**src/sv/urs_pkg.sv**
```systemverilog
// Shared widths, request and status codes, and controller types for the undo/redo stack pair.
package urs_pkg;

	// Default sizes
	localparam int MAIN_DEPTH_DEF    = 16;
	localparam int HISTORY_DEPTH_DEF = 8;
	localparam int ITEM_BITS_DEF     = 16;

	// Field widths on the ports
	localparam int REQ_W     = 2;
	localparam int ID_W      = 16;
	localparam int STATUS_W  = 2;
	localparam int SCNT_W    = 5;
	localparam int HCNT_W    = 4;
	localparam int S_TDATA_W = 16;
	localparam int S_TUSER_W = 2;
	localparam int M_TDATA_W = 32;

	// Request codes
	localparam logic [REQ_W-1:0] REQ_PUSH = 2'd0;
	localparam logic [REQ_W-1:0] REQ_UNDO = 2'd1;
	localparam logic [REQ_W-1:0] REQ_REDO = 2'd2;

	// Status codes
	localparam logic [STATUS_W-1:0] ST_OK         = 2'd0;
	localparam logic [STATUS_W-1:0] ST_MAIN_FULL  = 2'd1;
	localparam logic [STATUS_W-1:0] ST_MAIN_EMPTY = 2'd2;
	localparam logic [STATUS_W-1:0] ST_HIST_EMPTY = 2'd3;

	// Controller states
	typedef enum logic [1:0] {
		S_IDLE = 2'b01,
		S_EXEC = 2'b10
	} state_t;

	// Controller to datapath
	typedef struct packed {
		logic capture;
		logic exec;
	} cmd_t;

	// Datapath to controller
	typedef struct packed {
		logic out_busy;
	} sts_t;

endpackage

```
**src/sv/urs_ctrl.sv**
```systemverilog
// Controller state machine: accept a request, then execute it once the result register is free.
module urs_ctrl (
	input  logic          clk,
	input  logic          arst_n,
	input  logic          in_valid,
	output logic          in_ready,
	input  urs_pkg::sts_t sts,
	output urs_pkg::cmd_t cmd
);
	import urs_pkg::*;

	state_t state_q;
	state_t state_d;

	// Next state and commands
	always_comb begin
		state_d     = state_q;
		in_ready    = 1'b0;
		cmd.capture = 1'b0;
		cmd.exec    = 1'b0;
		unique case (state_q)
			S_IDLE: begin
				in_ready = 1'b1;
				if (in_valid) begin
					cmd.capture = 1'b1;
					state_d     = S_EXEC;
				end
			end
			S_EXEC: begin
				if (!sts.out_busy) begin
					cmd.exec = 1'b1;
					state_d  = S_IDLE;
				end
			end
			default: state_d = S_IDLE;
		endcase
	end

	// State register
	always_ff @(posedge clk or negedge arst_n) begin
		if (!arst_n) begin
			state_q <= S_IDLE;
		end else begin
			state_q <= state_d;
		end
	end

endmodule

```
**src/sv/urs_datapath.sv**
```systemverilog
// Datapath: both stores, stack and ring counters, request decode and the result register.
module urs_datapath #(
	parameter int MAIN_DEPTH    = urs_pkg::MAIN_DEPTH_DEF,
	parameter int HISTORY_DEPTH = urs_pkg::HISTORY_DEPTH_DEF,
	parameter int ITEM_BITS     = urs_pkg::ITEM_BITS_DEF
) (
	input  logic                         clk,
	input  logic                         arst_n,
	input  urs_pkg::cmd_t                cmd,
	output urs_pkg::sts_t                sts,
	input  logic [urs_pkg::REQ_W-1:0]    req_type,
	input  logic [urs_pkg::ID_W-1:0]     item_id,
	output logic                         out_valid,
	input  logic                         out_ready,
	output logic [urs_pkg::ID_W-1:0]     item_out,
	output logic [urs_pkg::STATUS_W-1:0] status,
	output logic [urs_pkg::SCNT_W-1:0]   stack_count,
	output logic [urs_pkg::HCNT_W-1:0]   history_count
);
	import urs_pkg::*;

	localparam int MA = (MAIN_DEPTH > 1) ? $clog2(MAIN_DEPTH) : 1;
	localparam int MC = $clog2(MAIN_DEPTH + 1);
	localparam int HA = (HISTORY_DEPTH > 1) ? $clog2(HISTORY_DEPTH) : 1;
	localparam int HC = $clog2(HISTORY_DEPTH + 1);
	localparam int HS = HC + 1;

	// Stores
	logic [ITEM_BITS-1:0] main_mem [MAIN_DEPTH];
	logic [ITEM_BITS-1:0] hist_mem [HISTORY_DEPTH];

	// Control state
	logic [MC-1:0] main_top_q;
	logic [HA-1:0] hist_base_q;
	logic [HC-1:0] hist_fill_q;
	logic          out_valid_q;

	// Request and read data
	logic [REQ_W-1:0]     req_q;
	logic [ITEM_BITS-1:0] id_q;
	logic [ITEM_BITS-1:0] main_rd_q;
	logic [ITEM_BITS-1:0] hist_rd_q;

	// Result register
	logic [ID_W-1:0]     item_out_q;
	logic [STATUS_W-1:0] status_q;

	// Next values
	logic [MC-1:0]        main_top_d;
	logic [HA-1:0]        hist_base_d;
	logic [HC-1:0]        hist_fill_d;
	logic [ITEM_BITS-1:0] moved;
	logic [STATUS_W-1:0]  status_d;
	logic                 main_we;
	logic [ITEM_BITS-1:0] main_wdata;
	logic                 hist_we;
	logic [HA-1:0]        hist_waddr;
	logic [MA-1:0]        main_raddr;
	logic [HA-1:0]        hist_raddr;
	logic                 main_full;
	logic                 hist_full;

	// Fold a ring sum below twice the depth back into a slot
	function automatic logic [HA-1:0] ring_wrap(input logic [HS-1:0] s);
		logic [HS-1:0] r;
		r = (s >= HS'(HISTORY_DEPTH)) ? s - HS'(HISTORY_DEPTH) : s;
		return r[HA-1:0];
	endfunction

	assign main_full  = (main_top_q >= MC'(MAIN_DEPTH));
	assign hist_full  = (hist_fill_q >= HC'(HISTORY_DEPTH));
	assign main_raddr = MA'(main_top_q - MC'(1));
	assign hist_raddr = ring_wrap(HS'(hist_base_q) + HS'(hist_fill_q) - HS'(1));

	// Decode the held request against the counters
	always_comb begin
		main_top_d  = main_top_q;
		hist_base_d = hist_base_q;
		hist_fill_d = hist_fill_q;
		moved       = '0;
		status_d    = ST_OK;
		main_we     = 1'b0;
		main_wdata  = id_q;
		hist_we     = 1'b0;
		hist_waddr  = ring_wrap(HS'(hist_base_q) + HS'(hist_fill_q));
		case (req_q)
			REQ_PUSH: begin
				if (main_full) begin
					status_d = ST_MAIN_FULL;
				end else begin
					main_we    = 1'b1;
					main_top_d = main_top_q + MC'(1);
				end
			end
			REQ_UNDO: begin
				if (main_top_q == '0) begin
					status_d = ST_MAIN_EMPTY;
				end else begin
					moved      = main_rd_q;
					main_top_d = main_top_q - MC'(1);
					hist_we    = 1'b1;
					if (hist_full) begin
						// overwrite the oldest slot, it becomes the newest
						hist_waddr  = hist_base_q;
						hist_base_d = ring_wrap(HS'(hist_base_q) + HS'(1));
					end else begin
						hist_fill_d = hist_fill_q + HC'(1);
					end
				end
			end
			REQ_REDO: begin
				if (hist_fill_q == '0) begin
					status_d = ST_HIST_EMPTY;
				end else if (main_full) begin
					status_d = ST_MAIN_FULL;
				end else begin
					moved       = hist_rd_q;
					main_we     = 1'b1;
					main_wdata  = hist_rd_q;
					main_top_d  = main_top_q + MC'(1);
					hist_fill_d = hist_fill_q - HC'(1);
				end
			end
			default: begin
				status_d = ST_OK;
			end
		endcase
	end

	// Stores: write on execute, read the tops every cycle
	always_ff @(posedge clk) begin
		if (cmd.exec && main_we) begin
			main_mem[main_top_q[MA-1:0]] <= main_wdata;
		end
		if (cmd.exec && hist_we) begin
			hist_mem[hist_waddr] <= moved;
		end
		main_rd_q <= main_mem[main_raddr];
		hist_rd_q <= hist_mem[hist_raddr];
	end

	// Hold the accepted request and the result payload
	always_ff @(posedge clk) begin
		if (cmd.capture) begin
			req_q <= req_type;
			id_q  <= ITEM_BITS'(item_id);
		end
		if (cmd.exec) begin
			item_out_q <= ID_W'(moved);
			status_q   <= status_d;
		end
	end

	// Advance counters and the result valid flag
	always_ff @(posedge clk or negedge arst_n) begin
		if (!arst_n) begin
			main_top_q  <= '0;
			hist_base_q <= '0;
			hist_fill_q <= '0;
			out_valid_q <= 1'b0;
		end else begin
			if (cmd.exec) begin
				main_top_q  <= main_top_d;
				hist_base_q <= hist_base_d;
				hist_fill_q <= hist_fill_d;
				out_valid_q <= 1'b1;
			end else if (out_ready) begin
				out_valid_q <= 1'b0;
			end
		end
	end

	assign sts.out_busy = out_valid_q && !out_ready;
	assign out_valid     = out_valid_q;
	assign item_out      = item_out_q;
	assign status        = status_q;
	assign stack_count   = SCNT_W'(main_top_q);
	assign history_count = HCNT_W'(hist_fill_q);

endmodule

```
**src/sv/undo_redo_stack_pair.sv**
```systemverilog
// Top level of the undo/redo stack pair: controller plus datapath on two item streams.
//
//  channel | direction | tdata (low bit up)                                | tuser
//  s_      | in        | item_id[15:0]                                     | req_type[1:0]
//  m_      | out       | item_out[15:0] status[17:16] stack_count[22:18]   | -
//          |           | history_count[26:23], zero pad to 32              |
//
// Each item is accepted in S_IDLE, where both store tops are also read, and then
// executed in S_EXEC, which updates the stores and counters and loads the result register.
// A new item is accepted while the previous result waits on m_; execution then
// holds until that result is taken, so a stalled m_ side blocks after one item.
// Reset clears the counters and the state; store contents stay undefined.
module undo_redo_stack_pair #(
	parameter int MAIN_DEPTH    = urs_pkg::MAIN_DEPTH_DEF,
	parameter int HISTORY_DEPTH = urs_pkg::HISTORY_DEPTH_DEF,
	parameter int ITEM_BITS     = urs_pkg::ITEM_BITS_DEF
) (
	input  logic                          clk,
	input  logic                          arst_n,
	input  logic                          s_tvalid,
	output logic                          s_tready,
	input  logic [urs_pkg::S_TDATA_W-1:0] s_tdata,  // item_id
	input  logic [urs_pkg::S_TUSER_W-1:0] s_tuser,  // req_type
	output logic                          m_tvalid,
	input  logic                          m_tready,
	output logic [urs_pkg::M_TDATA_W-1:0] m_tdata   // item_out, status, stack_count, history_count
);
	import urs_pkg::*;

	cmd_t cmd;
	sts_t sts;

	logic [ID_W-1:0]     item_out;
	logic [STATUS_W-1:0] status;
	logic [SCNT_W-1:0]   stack_count;
	logic [HCNT_W-1:0]   history_count;

	// Sequence requests
	urs_ctrl u_ctrl (
		.clk      (clk),
		.arst_n   (arst_n),
		.in_valid (s_tvalid),
		.in_ready (s_tready),
		.sts      (sts),
		.cmd      (cmd)
	);

	// Stores and counters
	urs_datapath #(
		.MAIN_DEPTH    (MAIN_DEPTH),
		.HISTORY_DEPTH (HISTORY_DEPTH),
		.ITEM_BITS     (ITEM_BITS)
	) u_datapath (
		.clk           (clk),
		.arst_n        (arst_n),
		.cmd           (cmd),
		.sts           (sts),
		.req_type      (s_tuser[REQ_W-1:0]),
		.item_id       (s_tdata[ID_W-1:0]),
		.out_valid     (m_tvalid),
		.out_ready     (m_tready),
		.item_out      (item_out),
		.status        (status),
		.stack_count   (stack_count),
		.history_count (history_count)
	);

	// Pack the result fields
	assign m_tdata = M_TDATA_W'({history_count, stack_count, status, item_out});

endmodule

```
**config.mk**
```make
export PLATFORM = sky130hd
export DESIGN_NAME = undo_redo_stack_pair
export DESIGN_NICKNAME = d
export VERILOG_FILES = /design/src/sv/urs_pkg.sv /design/src/sv/urs_ctrl.sv /design/src/sv/urs_datapath.sv /design/src/sv/undo_redo_stack_pair.sv
export SDC_FILE = /design/constraint.sdc
export NUM_CORES = 1
export LEC_CHECK = 0
export ABC_AREA = 1
export BUFFER_PORTS_ARGS = -buffer_cell sky130_fd_sc_hd__buf_2
export CORE_ASPECT_RATIO = 1.25
export CORE_MARGIN = 2
export CORE_UTILIZATION = 65
export CTS_BUF_LIST = sky130_fd_sc_hd__clkbuf_2
export DETAILED_ROUTE_END_ITERATION = 8
export GPL_TIMING_DRIVEN = 0
export MAX_ROUTING_LAYER = met4
export PLACE_DENSITY = 0.9
export SYNTH_ARGS = -nofsm -noshare
export SYNTH_HDL_FRONTEND = slang
export SYNTH_SLANG_ARGS = --single-unit
```
**constraint.sdc**
```tcl
create_clock -name clk -period 7.64 [get_ports clk]
set_input_delay 0.382 -clock clk [delete_from_list [all_inputs] [get_ports clk]]
set_output_delay 0.382 -clock clk [all_outputs]
set_load 0.005 [all_outputs]
```
==> flow_summary_export.csv <==
group,metric,value,unit
setup_path,slowest_delay,1100,ps
detailed_routing,top_layer,"met4",
yosys,netlist_instances,1617,
clocking,post_cts_resized,0,
grt,grt_pass1_wl,71500,µm
yosys,synth_edf_count,420,
status,status,"completed",
setup_path,reg2reg_depth,6,
worst_hold_path,min_from,"s_tdata[12]",
timing,period_share,45.7,%
setup_path,crit_chain,"inv_1 -> nor2_1 -> nand2_2 -> inv_1 -> nand3_1 -> nor2_1",
setup_path,cp.required,8230,ps
setup_path,reg2reg_slack,4150,ps
timing,fmax,287,MHz
floorplan,io_pins,56,
timing,setup_viol,0,
layout,multi_input_area,4810,µm²
detailed_routing,viasPerCell,5.90,
detailed_routing,drc,0,
layout,fin_nets,1839,
detailed_routing,drtIter0Drc,1612,
yosys,yosys_warnings,0,
timing,slew_viol_final,0,
grt,antenna_found_initial,3,
yosys,syn_area,19000,µm²
floorplan,fp.dieH,195,µm
layout,final_cells,2285,
placed_design,hpwl,31700,µm
layout,fin_area,21000,µm²
setup_path,crit_type,"register to register",
timing,relSlewSlack,11.8,%
timing,fin_ws,4150,ps
timing,worstMarginPinSlew,1320,ps
yosys,synth.top_cell.area_share,66.3,%
setup_path,worstReg2RegStart,"u_ctrl.state_q[1]$_DFFE_PN0P_",
clocking,clock_sinks,467,
setup_path,timing.rr.end,"u_datapath.main_mem[1][1]$_DFFE_PP_",
grt,grt_pass1_vias,13600,
setup_path,worstSetupEndpointType,"register",
yosys,yosysSeqAreaShare,71.6,%
worst_hold_path,worstHoldPathCells,2,
floorplan,dieArea,30700,µm²
yosys,ys_seq_elements,467,
yosys,synthTopCellsByArea,"edfxtp_1, nor2_1, nand2_1",
detailed_routing,firstDrtPassIters,6,
setup_path,cp_max_fo,21,
clocking,numCtsBuffers,103,
placed_design,place_area,19800,µm²
setup_path,cp_slowest_cell,"nor2_1",
grt,grt-ovfl-total,0,
timing,tns,0,ps
detailed_routing,wl_met3,4640,µm
clocking,htreeDepth,3,
yosys,synth_commonest_cells,"edfxtp_1, nor2_1, nand2_1",
setup_path,start_kind,"register",
power,p_per_area,438,nW/µm²
setup_path,worstPathArrival,4080,ps
clocking,cts_root_buffer,"clkbuf_2",
detailed_routing,antenna_left,0,
floorplan,core.rowCount,70,
detailed_routing,drt-total-wl,47500,µm
yosys,ys.flop_type,"edfxtp_1",
setup_path,cp_top_family,"simple AND/OR/NAND/NOR gates",
placed_design,dp_worst_setup_slack,3970,ps
yosys,synth_most_common_cell,"edfxtp_1",
yosys,synth.distinct_cells,39,
layout,fillers,1802,
power,vdd_drop_max,0.275,mV
layout,regArea,13600,µm²
power,p_leak,7.97,nW
placed_design,portBuffers,50,
detailed_routing,wl_met1,15400,µm
worst_hold_path,min_to,"u_datapath.id_q[12]$_DFFE_PP_",
grt,grtUsageTotal,32.2,%
layout,drive_gt1_share,18.9,%
run,maxCapViolCount,0,
timing,clock_skew,90.4,ps
grt,grt_max_degree,22,
placed_design,gp_congestion,1.02,
floorplan,core-area,29000,µm²
floorplan,dieWidth,157,µm
worst_hold_path,hold_class,"primary input to register",
clocking,cts_tree,"built",
yosys,synth.avg_cell_area,11.8,µm²
detailed_routing,wl_met2,24800,µm
clocking,cts_buffer_depth,3,
placed_design,placed_cells,2070,
floorplan,start_util,65.6,%
yosys,yosys.area.top_type,"edfxtp_1",
timing,finalHoldViolCount,0,
detailed_routing,wl_per_cell,20.8,µm
clocking,cts.clk_slew.worst_paths,100,ps
clocking,clock_latency,1040,ps
setup_path,crit_buf_inv,2,
layout,area_growth,10.6,%
yosys,async_flop_share,3.21,%
detailed_routing,num_vias,13500,
timing,min_period,3490,ps
timing,rsz0062_at_grt,"no",
==> routing by layer <==
layer | track usage [%] | vias up
met5 | - | -
met4 | 19.0 | 0
met3 | 5.97 | 215
met2 | 54.9 | 933
met1 | 34.9 | 6268
li1 | - | 6062
==> cell usage in the layout, fill, tap and decap left out, drive strengths merged, types with 13 or more instances in the layout <==
master / synthesis / routed
edfxtp: 420 / 420
nor2: 355 / 355
nand2: 265 / 265
o21ai: 212 / 212
clkbuf: 25 / 187
buf: 66 / 120
nand3: 116 / 116
inv: 40 / 44
dfxtp: 32 / 32
nand4: 26 / 26
dlygate4sd3: 0 / 22
clkinv: 0 / 20
a21oi: 19 / 19
dfrtp: 14 / 14
ha: 13 / 13
==> through the flow <==
stage	hold slack, ps	utilization [%]	power, mW
2_1_floorplan	86.4	-	6.06
3_5_place_dp	309	68.4	7.51
3_3_place_gp	294	68.2	7.28
6_report	77.4	72.6	9.21
5_1_grt	26.3	72.6	9.68
4_1_cts	42.4	72.4	9.03
==> what timing repair did <==
action	CTS	global route
endpoints found under the hold margin	36	0
buffers inserted	0	0
hold buffers	22	0
==> worst reg2reg max path, delay by kind of cell (launching register included) <==
| family | cells | cell delay (ps) |
|---|---|---|
| buf+inv | 2 | 870 |
| flops | 1 | 370 |
| simple gates | 4 | 1870 |
==> state kept, by name, indices dropped and copies added, names as in the netlist, 2 cells and up <==
register	flops
u_datapath.hist_mem	128
u_datapath.req_q	2
u_ctrl.state_q	2
u_datapath.history_count	4
u_datapath.hist_rd_q	16
u_datapath.stack_count	5
u_datapath.item_out	16
u_datapath.main_rd_q	16
u_datapath.hist_base_q	3
u_datapath.main_mem	256
u_datapath.status	2
u_datapath.id_q	16
==> power breakdown <==
part	switching (mW)	internal (mW)	total, mW
Clock	0.964	0.569	1.53
Combinational	3.18	1.30	4.48
Sequential	0.0950	3.10	3.19
==> how the worst max path moves through the flow <==
| stage | slack [ps] | cells past startpoint | from | end |
|---|---|---|---|---|
| 6_report | 4150 | 6 | u_ctrl.state_q[1]$_DFFE_PN0P_ | u_datapath.main_mem[1][1]$_DFFE_PP_ |
| 5_1_grt | 3980 | 6 | u_ctrl.state_q[1]$_DFFE_PN0P_ | u_datapath.main_mem[1][3]$_DFFE_PP_ |
| 2_1_floorplan | 4860 | 11 | u_datapath.stack_count[0]$_DFFE_PN0P_ | u_datapath.hist_mem[0][0]$_DFFE_PP_ |
| 3_3_place_gp | 3980 | 12 | u_datapath.stack_count[0]$_DFFE_PN0P_ | u_datapath.hist_mem[7][12]$_DFFE_PP_ |
| 3_5_place_dp | 3970 | 12 | u_datapath.stack_count[0]$_DFFE_PN0P_ | u_datapath.hist_mem[4][9]$_DFFE_PP_ |
| 4_1_cts | 3910 | 12 | u_datapath.stack_count[0]$_DFFE_PN0P_ | u_datapath.hist_mem[4][1]$_DFFE_PP_ |
==> final cells by class <==
class	count	area share [%]
Timing Repair Buffer	76	2.41
Inverter	40	0.761
Buffer	91	2.33
Sequential cell	467	64.8
Clock inverter	25	0.595
Multi-Input combinational cell	1023	22.9
Clock buffer	162	3.85
Tap cell	396	2.35
Antenna cell	5	0.0595
==> logic make-up (layout without fill, tap and decap cells) <==
kind of cell,after synthesis,after routing,synth area share (%)
buffers and inverters,131,394,3.41
DFF,467,467,71.6
other,1,10,0.0197
AOI/OAI and AO/OA,232,232,6.31
adders and majority gates,15,15,1.07
and+or+nand+nor,764,764,17.1
xor gates and xnor gates,7,7,0.421
(Power assumes the default switching activity.)
